--- src/rtl/kwd_pkg.sv ---
package kwd_pkg;

  localparam int unsigned TimeoutW = 16;
  localparam int unsigned StableW  = 18;
  localparam int unsigned PadW     = 32;
  localparam int unsigned PhaseW   = 3;
  localparam int unsigned CfgW     = 18;

  localparam logic [StableW-1:0] StableReset = 18'h26000;

  // Phase codes of the wait sequencer.
  localparam logic [PhaseW-1:0] PhIdle         = 3'd0;
  localparam logic [PhaseW-1:0] PhRelease      = 3'd1;
  localparam logic [PhaseW-1:0] PhPress        = 3'd2;
  localparam logic [PhaseW-1:0] PhConfirm      = 3'd3;
  localparam logic [PhaseW-1:0] PhComboSleep   = 3'd4;
  localparam logic [PhaseW-1:0] PhComboConfirm = 3'd5;
  localparam logic [PhaseW-1:0] PhComboCheck   = 3'd6;

  // Configuration register indexes.
  localparam logic CfgTimeout = 1'b0;
  localparam logic CfgStable  = 1'b1;

  typedef struct packed {
    logic            start_req;
    logic            mode;
    logic [PadW-1:0] keys;
    logic            ms_tick;
  } kwd_in_t;

  typedef struct packed {
    logic [PadW-1:0] result_keys;
    logic            timed_out;
  } kwd_out_t;

  typedef struct packed {
    logic [TimeoutW-1:0] timeout_ms;
    logic [StableW-1:0]  stable_samples;
  } kwd_cfg_t;

endpackage

--- src/rtl/kwd_step.sv ---
module kwd_step import kwd_pkg::*; #(
  parameter int unsigned KEY_BITS = 32
) (
  input  kwd_in_t             item_i,
  input  kwd_cfg_t            cfg_i,
  input  logic [PhaseW-1:0]   phase_i,
  input  logic [TimeoutW-1:0] elapsed_i,
  input  logic [KEY_BITS-1:0] latched_i,
  input  logic [StableW-1:0]  stable_left_i,
  input  logic [KEY_BITS-1:0] combo_i,
  input  logic                wait_kind_i,
  output logic [PhaseW-1:0]   phase_o,
  output logic [TimeoutW-1:0] elapsed_o,
  output logic [KEY_BITS-1:0] latched_o,
  output logic [StableW-1:0]  stable_left_o,
  output logic [KEY_BITS-1:0] combo_o,
  output logic                wait_kind_o,
  output logic                res_valid_o,
  output kwd_out_t            res_o
);

  logic [KEY_BITS-1:0] k;
  logic [TimeoutW-1:0] el_inc;
  logic [StableW-1:0]  stable_init;
  logic                keys_zero;
  logic                tick_cnt;
  logic [TimeoutW-1:0] el_new;
  logic                expired;

  assign k           = item_i.keys[KEY_BITS-1:0];
  assign keys_zero   = (k == '0);
  assign el_inc      = (elapsed_i != '1) ? elapsed_i + 1'b1 : elapsed_i;
  assign stable_init = (cfg_i.stable_samples == '0) ? StableW'(1) : cfg_i.stable_samples;

  // Ticks are counted while keys are held in release, and while idle in press.
  always_comb begin
    tick_cnt = 1'b0;
    case (phase_i)
      PhRelease: tick_cnt = item_i.ms_tick && !keys_zero;
      PhPress:   tick_cnt = item_i.ms_tick && keys_zero;
      default:   tick_cnt = 1'b0;
    endcase
  end

  assign el_new  = tick_cnt ? el_inc : elapsed_i;
  assign expired = (cfg_i.timeout_ms != '0) && (el_new >= cfg_i.timeout_ms);

  always_comb begin
    phase_o       = phase_i;
    elapsed_o     = elapsed_i;
    latched_o     = latched_i;
    stable_left_o = stable_left_i;
    combo_o       = combo_i;
    wait_kind_o   = wait_kind_i;
    res_valid_o   = 1'b0;
    res_o         = '0;
    if (item_i.start_req) begin
      wait_kind_o   = item_i.mode;
      elapsed_o     = '0;
      latched_o     = '0;
      stable_left_o = '0;
      combo_o       = '0;
      phase_o       = PhRelease;
    end else begin
      case (phase_i)
        PhRelease: begin
          elapsed_o = el_new;
          if (expired) begin
            res_valid_o     = 1'b1;
            res_o.timed_out = 1'b1;
            phase_o         = PhIdle;
          end else if (keys_zero) begin
            phase_o = wait_kind_i ? PhComboSleep : PhPress;
          end
        end
        PhPress: begin
          elapsed_o = el_new;
          if (expired) begin
            res_valid_o     = 1'b1;
            res_o.timed_out = 1'b1;
            phase_o         = PhIdle;
          end else if (!keys_zero) begin
            latched_o     = k;
            stable_left_o = stable_init;
            phase_o       = PhConfirm;
          end
        end
        PhConfirm: begin
          if (k != latched_i) begin
            if (!keys_zero) begin
              latched_o     = k;
              stable_left_o = stable_init;
            end else begin
              phase_o = PhPress;
            end
          end else begin
            stable_left_o = stable_left_i - 1'b1;
            if (stable_left_i == StableW'(1)) begin
              res_valid_o       = 1'b1;
              res_o.result_keys = PadW'(latched_i);
              phase_o           = PhIdle;
            end
          end
        end
        PhComboSleep: begin
          if (item_i.ms_tick) begin
            elapsed_o     = el_inc;
            latched_o     = k;
            stable_left_o = stable_init;
            phase_o       = PhComboConfirm;
          end
        end
        PhComboConfirm: begin
          if (k != latched_i) begin
            phase_o = PhComboCheck;
          end else begin
            stable_left_o = stable_left_i - 1'b1;
            if (stable_left_i == StableW'(1)) begin
              combo_o = latched_i;
              phase_o = PhComboCheck;
            end
          end
        end
        PhComboCheck: begin
          if (expired) begin
            res_valid_o     = 1'b1;
            res_o.timed_out = 1'b1;
            phase_o         = PhIdle;
          end else if ((combo_i != '0) && keys_zero) begin
            res_valid_o       = 1'b1;
            res_o.result_keys = PadW'(combo_i);
            phase_o           = PhIdle;
          end else begin
            phase_o = PhComboSleep;
          end
        end
        default: begin
          phase_o = PhIdle;
        end
      endcase
    end
  end

endmodule

--- src/rtl/kwd_out_reg.sv ---
module kwd_out_reg import kwd_pkg::*; (
  input  logic     clk_i,
  input  logic     rst_ni,
  input  logic     load_i,
  input  kwd_out_t data_i,
  output logic     free_o,
  output logic     out_valid_o,
  input  logic     out_stall_i,
  output kwd_out_t out_data_o
);

  logic     valid_q, valid_d;
  kwd_out_t data_q;

  // The slot can take a new result when empty or when its content leaves now.
  assign free_o  = !valid_q || !out_stall_i;
  assign valid_d = load_i ? 1'b1 : (valid_q && out_stall_i);

  always_ff @(posedge clk_i or negedge rst_ni) begin
    if (!rst_ni) begin
      valid_q <= 1'b0;
    end else begin
      valid_q <= valid_d;
    end
  end

  always_ff @(posedge clk_i) begin
    if (load_i) begin
      data_q <= data_i;
    end
  end

  assign out_valid_o = valid_q;
  assign out_data_o  = data_q;

endmodule

--- src/rtl/key_wait_debouncer_core.sv ---
// The input transaction that ends the wait is held in the input register and processed once
// the result register is free; the result it causes is then offered from the result register.
// Throughput: one input transaction per cycle while the result register is free to take a result.
// Reset: asynchronous, active low; the sequencer returns to idle, all counters and
// latched keys clear, timeout_ms resets to zero and stable_samples to 0x26000.
module key_wait_debouncer_core import kwd_pkg::*; #(
  parameter int unsigned KEY_BITS = 32
) (
  input  logic            clk_i,
  input  logic            rst_ni,
  input  logic            in_valid_i,
  output logic            in_stall_o,
  input  kwd_in_t         in_data_i,
  output logic            out_valid_o,
  input  logic            out_stall_i,
  output kwd_out_t        out_data_o,
  input  logic            cfg_we_i,
  input  logic            cfg_idx_i,
  input  logic [CfgW-1:0] cfg_data_i
);

  // Configuration registers. The user is to write them only while the block is idle (the block
  // itself does not enforce this), so they feed the step logic directly.
  kwd_cfg_t cfg_q;

  always_ff @(posedge clk_i or negedge rst_ni) begin
    if (!rst_ni) begin
      cfg_q.timeout_ms     <= '0;
      cfg_q.stable_samples <= StableReset;
    end else if (cfg_we_i) begin
      case (cfg_idx_i)
        CfgTimeout: cfg_q.timeout_ms     <= cfg_data_i[TimeoutW-1:0];
        CfgStable:  cfg_q.stable_samples <= cfg_data_i[StableW-1:0];
        default:    cfg_q <= cfg_q;
      endcase
    end
  end

  // Input register. The held transaction is processed once the result register can take
  // whatever it may produce; a new transaction is accepted in the same cycle.
  logic    in_valid_q;
  kwd_in_t in_data_q;
  logic    out_free;
  logic    advance;
  logic    accept;

  assign advance    = in_valid_q && out_free;
  assign in_stall_o = in_valid_q && !out_free;
  assign accept     = in_valid_i && !in_stall_o;

  always_ff @(posedge clk_i or negedge rst_ni) begin
    if (!rst_ni) begin
      in_valid_q <= 1'b0;
    end else if (accept || advance) begin
      in_valid_q <= accept;
    end
  end

  always_ff @(posedge clk_i) begin
    if (accept) begin
      in_data_q <= in_data_i;
    end
  end

  // Wait state, advanced by one step for every processed transaction.
  logic [PhaseW-1:0]   phase_q, phase_d;
  logic [TimeoutW-1:0] elapsed_q, elapsed_d;
  logic [KEY_BITS-1:0] latched_q, latched_d;
  logic [StableW-1:0]  stable_left_q, stable_left_d;
  logic [KEY_BITS-1:0] combo_q, combo_d;
  logic                wait_kind_q, wait_kind_d;
  logic                res_valid;
  kwd_out_t            res;

  kwd_step #(
    .KEY_BITS(KEY_BITS)
  ) u_step (
    .item_i       (in_data_q),
    .cfg_i        (cfg_q),
    .phase_i      (phase_q),
    .elapsed_i    (elapsed_q),
    .latched_i    (latched_q),
    .stable_left_i(stable_left_q),
    .combo_i      (combo_q),
    .wait_kind_i  (wait_kind_q),
    .phase_o      (phase_d),
    .elapsed_o    (elapsed_d),
    .latched_o    (latched_d),
    .stable_left_o(stable_left_d),
    .combo_o      (combo_d),
    .wait_kind_o  (wait_kind_d),
    .res_valid_o  (res_valid),
    .res_o        (res)
  );

  always_ff @(posedge clk_i or negedge rst_ni) begin
    if (!rst_ni) begin
      phase_q       <= PhIdle;
      elapsed_q     <= '0;
      latched_q     <= '0;
      stable_left_q <= '0;
      combo_q       <= '0;
      wait_kind_q   <= 1'b0;
    end else if (advance) begin
      phase_q       <= phase_d;
      elapsed_q     <= elapsed_d;
      latched_q     <= latched_d;
      stable_left_q <= stable_left_d;
      combo_q       <= combo_d;
      wait_kind_q   <= wait_kind_d;
    end
  end

  // Result register. Its free flag passes the output stall combinationally on to the input stall.
  kwd_out_reg u_out (
    .clk_i      (clk_i),
    .rst_ni     (rst_ni),
    .load_i     (advance && res_valid),
    .data_i     (res),
    .free_o     (out_free),
    .out_valid_o(out_valid_o),
    .out_stall_i(out_stall_i),
    .out_data_o (out_data_o)
  );

endmodule

--- config.mk ---
export PLATFORM = sky130hd
export DESIGN_NAME = key_wait_debouncer_core
export DESIGN_NICKNAME = d
export VERILOG_FILES = /design/src/rtl/kwd_pkg.sv /design/src/rtl/kwd_step.sv /design/src/rtl/kwd_out_reg.sv /design/src/rtl/key_wait_debouncer_core.sv
export SDC_FILE = /design/constraint.sdc
export NUM_CORES = 1
export LEC_CHECK = 0
export BUFFER_PORTS_ARGS = -buffer_cell sky130_fd_sc_hd__buf_4
export CORE_MARGIN = 2
export CORE_UTILIZATION = 44
export CTS_CLUSTER_SIZE = 24
export DETAILED_ROUTE_END_ITERATION = 10
export PLACE_DENSITY = 0.61
export SKIP_LAST_GASP = 1
export SYNTH_ARGS = -nofsm -noshare
export SYNTH_HDL_FRONTEND = slang
export SYNTH_SLANG_ARGS = --single-unit
--- constraint.sdc ---
create_clock -name clk_i -period 5.1 [get_ports clk_i]
set_input_delay 1.02 -clock clk_i [delete_from_list [all_inputs] [get_ports clk_i]]
set_output_delay 1.02 -clock clk_i [all_outputs]
set_load 0.005 [all_outputs]
# Yosys cells after proc, flatten, opt, wreduce, memory -nomap -nowiden
# Cells that the tools add are included.
# Widths: inputs -> output; s select.
totals:
  regBits: 206
  input_bits: 59
  out_inout_bits: 35
  wordCells: 128
op_classes:
  add_sub_neg: 2
  n_lt_le_gt_ge: 1
  n_eq_ne: 19
  mux: 52
  bitwise_logic: 2
  n_reduce_logical: 36
op_table:
  columns: ["op", "n"]
  rows:
  - ["$mux 32", 13]
  - ["$mux 18", 7]
  - ["$pmux 32 s3", 1]
  - ["$pmux 18 s4", 1]
  - ["$mux 16", 4]
  - ["$pmux 32 s2", 1]
  - ["$mux 3", 14]
  - ["$logic_not 32->1", 1]
  - ["$ne 32x32->1", 1]
  - ["$pmux 16 s2", 1]
  - ["$reduce_bool 32->1", 1]
  - ["$eq 18x1->1 const B", 1]
  - ["$logic_not 18->1", 1]
  - ["$pmux 3 s6", 1]
  - ["$sub 18x1->18 const B", 1]
  - ["$add 16x1->16 const B", 1]
  - ["$ge 16x16->1", 1]
  - ["$ne 16x16->1 const B", 1]
  - ["$reduce_bool 16->1", 1]
  - ["$ne 4x2->1 const B", 3]
  - ["$reduce_and 5->1", 2]
  - ["$eq 3x3->1 const B", 3]
  - ["$logic_and 1x1->1", 9]
  - ["$ne 3x3->1 const B", 3]
  - ["22 further kinds", 39]

# Longest topological paths before layout
logic_depth:
  ltp_word: 12
  ltp_mapped: 18
  ltp_nobuf: 15

# Cells and area by module
# Synthesis repeated with hierarchy kept, for this count alone.
unflattened:
  hier_cells: 1578
  hier_area_um2: 14579.0
modules_own_cells:
  columns: ["mod", "instances", "cells_per_inst", "area_each_um2", "seq_area_each_um2"]
  rows:
  - ["kwd_step", 1, 1212, 7015.5, 0.0]
  - ["key_wait_debouncer_core", 1, 330, 6536.3, 4483.0]
  - ["kwd_out_reg", 1, 36, 1027.2, 1016.0]

# Worst setup path before layout
# Ideal clock, no wire load.
synth_path:
  kind: "flip-flop to flip-flop"
  start: "reg in_data_q[2] in the netlist's numbering"
  end: "reg u_out.data_q, in the netlist u_out.out_data_o[0] (enable)"
  setup_time_ps: 410
  arrival_ps: 4066
  required_ps: 4690
  setup_slack_ps: 624
  path_stages_with_launch: 15
  path_buffers: 0
  synth_period_minus_slack_ps: 4476
  cell_sequence: "edfxtp_1 -> nor4_1 -> and4_1 -> nand3_1 -> a21boi_2 -> nand2_1 -> mux2_2 -> ha_1 -> nor2b_1 -> o211a_1 -> o311a_1 -> o31ai_1 -> a21oi_1 -> a211o_1 -> and3_1"
synth_between:
  elab_chain_len: 11
  word_cells_on_any_way: 17
  classes_between: "order compare (1); eq/ne (1); mux (8); reduce/logical (7)"
synth_lines:
  columns: ["item", "line_no", "source"]
  rows:
  - ["start: declaration", "key_wait_debouncer_core.sv:42", "kwd_in_t in_data_q;"]
  - ["start signal: assignment", "key_wait_debouncer_core.sv:61", "in_data_q <= in_data_i;"]
  - ["$logic_not 32->1", "kwd_step.sv:31", "assign keys_zero = (k == '0);"]
  - ["$logic_not 1->1", "kwd_step.sv:39", "PhRelease: tick_cnt = item_i.ms_tick && !keys_zero;"]
  - ["$logic_and 1x1->1", "kwd_step.sv:39", null]
  - ["$pmux 1 s2", "kwd_step.sv:38", "case (phase_i)"]
  - ["$mux 16", "kwd_step.sv:45", "assign el_new = tick_cnt ? el_inc : elapsed_i;"]
  - ["$ge 16x16->1", "kwd_step.sv:46", "assign expired = (cfg_i.timeout_ms != '0) && (el_new >= cfg_i.timeout_ms);"]
  - ["$logic_and 1x1->1", "kwd_step.sv:46", null]
  - ["$mux 1 (on tied branches)", "kwd_step.sv:125, kwd_step.sv:68, kwd_step.sv:78", null]
  - ["$pmux 1 s3 (*)", "kwd_step.sv:65", "case (phase_i)"]
  - ["$mux 1 (*)", "kwd_step.sv:57", "if (item_i.start_req) begin"]
  - ["$logic_and 1x1->1 (*)", "key_wait_debouncer_core.sv:118", ".load_i (advance && res_valid),"]
  - ["via u_out.load_i", "kwd_out_reg.sv:4", "input logic load_i,"]
  - ["end signal: assignment", "kwd_out_reg.sv:29", "data_q <= data_i;"]
  - ["end: declaration", "kwd_out_reg.sv:13", "kwd_out_t data_q;"]
# Mark *: on every way through the listed nets, which the timed path passes. The rest lies on a longest branch.
# A chain may end at the register's enable or synchronous reset.

# Worst setup path in the final report
layout_path:
  start: "reg in_data_q[10] in the netlist's numbering"
  end: "reg u_out.data_q, in the netlist u_out.out_data_o[16] (enable)"
# Same word-level chain as after synthesis.

==> metrics.cfg <==
[timing]
finalCritPeriodShare_pct=95.4
hold_violations=0
slew_headroom_pct=20.3
rsz0062_at_grt=no
final.setup.tns_ns=0
worst_pin_slew_ns=1.19
period_minus_slack_ns=4.87
setup_viol=0
clock_skew_ns=0.0218
whs_ns=0.444
fmax_ghz=0.205
slew_viol_final=0

[synthesis]
ys_seq_area_share_pct=54.7
ys_warn_count=0
syn_area_mm2=0.0101
synth_area_per_cell_um2=11.1
synth_edf_count=68
syn_inst=908
synthDistinctLibCells=70
ys.flop_type=dfrtp_1
ys_ff_latch=206
syn_nets=986
synthArstFlopShare_pct=67.0

[grt]
grt_overflow_total=0
antenna_found_initial=0
grt_pass1_vias=7458
grtUsageTotal_pct=21.7
grt_max_degree=53
grt_pass1_wl_um=41700

[detailed_routing]
postRouteAntennaNets=0
dr.first_iter.drc_count=516
drt_wl_total_um=26200
routedWlPerCell_um=19.9
drc=0
first_pass_iters=6
dr_total_vias=7701
vias_per_cell=5.87

[floorplanning]
dieArea_mm2=0.0241
pin_count=94
start_util_pct=44.6
die_w_um=155
die_y_um=155
num_rows=55
core_area_mm2=0.0226

[placement]
dp_cells=1269
numPortBuffers=93
place.gp.congestion=0.863
hpwlAfterDp_um=18400

[worst_setup_path]
path_class=flop to flop
worst_setup_path_end_kind=flop
worst_setup_path_start_kind=flop
cp-startpoint=in_data_q[10]
path_max_fanout=33
arrival_ns=5.08
reg2reg_from=in_data_q[10]
crit_required_ns=5.31

[clocking]
numClockSinks=206
clock-root-buffer=clkbuf_16
cts-htree-levels=1
clockBufferDepth=3
clk_latency_ns=0.52
cts_resized=0
post_cts_buffers=0
cts_buffers=23
clkTransAtPathRegs_ns=0.06
tritoncts=yes
hold_buffers=0

[power_and_ir_drop]
p_comb_share_pct=23.2
p_switching_mw=1.59
p_int_mw=3.39
p_leak_nw=4.95
switching_share_pct=31.9
power_frac_seq_pct=43.1
power_density_mw_per_mm2=417
p_clk_share_pct=33.7
vdd_drop_max_mv=0.250
power_mw=4.98

[cells_and_area]
nets=1088
drive_above_1_share_pct=19.3
stdcell_count=1312
most-common-layout-cells=135 x dfrtp_1, 116 x buf_4, 77 x nor2_1, 68 x edfxtp_1, 66 x a22o_1
antenna_cells=0
layout_commonest_cell=dfrtp_1
syn2layout_area_growth_pct=18.8
final_util_pct=52.9

[status]
status=complete, no violations

[worst_hold_path]
hp-class=input pin to asynchronous set/reset pin

[job]
max_cap_violations=0

[registers in the layout, indices dropped and copies added, names as in the netlist]
name	count
in_data_q	35
cfg_q	34
u_out.out_data_o	33
combo_q	32
latched_q	32
stable_left_q	18
elapsed_q	16
phase_q	3
in_valid_q	1
u_out.out_valid_o	1
wait_kind_q	1
[synth_stat cells, types with 4 or more instances]
cell      count  area, µm²
dfrtp_1     135       3380
nor2_1       78        293
edfxtp_1     68       2040
a22o_1       66        578
nand2_1      56        210
a22oi_1      47        353
inv_1        42        158
xor2_1       39        342
nor4_1       36        225
o21ai_0      28        140
clkbuf_1     25       93.8
nand3_1      25        125
mux2_2       24        270
a21oi_1      23        115
ha_1         19        238
nor3_1       16       80.1
xnor2_1      15        131
buf_2        14       70.1
nand4_1      14       87.6
o22ai_1      12       75.1
nand2b_1      8       50.1
nor2b_1       7       43.8
o221ai_1      7       61.3
or3_1         7       43.8
and2_1        5       31.3
and3_1        5       31.3
a21o_1        4       30.0
o211ai_1      4       30.0
o22a_1        4       35.0
o31ai_1       4       30.0
[power groups by stage]
stage / Clock (mW) / Sequential, mW / Combinational [mW]
2_1_floorplan: 0 / 2.10 / 0.823
3_3_place_gp: 0 / 2.17 / 1.13
3_5_place_dp: 0 / 2.17 / 1.14
4_1_cts: 1.71 / 2.14 / 1.15
5_1_grt: 1.77 / 2.18 / 1.29
6_report: 1.68 / 2.15 / 1.15
[area by class of cell]
type	instances	area [µm²]
Tap cell	285	357
Clock inverter	8	120
Sequential cell	206	5500
Timing Repair Buffer	119	922
Clock buffer	34	637
Multi-Input combinational cell	617	4250
Inverter	43	161
Fill cell	2001	10600
[final timing paths]
path	endpoint	slack (ns)	cells after the start
setup / recovery	u_out.out_data_o[16]	0.23	15
hold / removal	cfg_q[10]	0.44	1
setup reg to reg	u_out.out_data_o[16]	0.23	15
hold reg to reg	stable_left_q[17]	0.53	2
max in group asynchronous	phase_q[1]	3.58	2
min in group clk_i	stable_left_q[17]	0.53	2
[through the flow]
stage,setup WS (ns),cell area [µm²]
3_3_place_gp,0.290,11200
5_1_grt,0.0241,12000
6_report,0.234,12000
4_1_cts,0.180,11900
3_5_place_dp,0.219,11200
2_1_floorplan,0.624,10100
[metal layers]
metal | vias to the layer above | track usage, % | routed length [µm]
met5 | - | 0 | 0
met2 | 244 | 33.5 | 11800
li1 | 3629 | - | -
met4 | 0 | 5.37 | 607
met1 | 3786 | 33.0 | 12500
met3 | 42 | 2.40 | 1270
[kinds of logic (layout without fill, tap and decap cells)]
logic type      after synthesis  in the layout  synth area share [%]
fa+ha+maj                    19             19                  2.36
simple gates                273            274                  13.5
flops                       206            206                  54.7
xor+xnor                     54             54                  4.70
compound gates              244            244                  18.4
mux                          26             26                  2.89
buf+inv                      86            204                  3.49
[critical path, stage by stage (launching register included)]
cell and delay, ns:
edfxtp_1 0.42, nor4_1 0.45, and4_1 0.41, nand3_1 0.20, a21bo_1 0.39, nor2_1 0.19, mux2_2 0.35, ha_1 0.30
nand4_1 0.12, nor3_1 0.26, o311a_1 0.24, o31a_1 0.39, buf_4 0.24, a211o_1 0.16, and3_1 0.20, buf_12 0.21
Power figures use the tool's default switching activity.
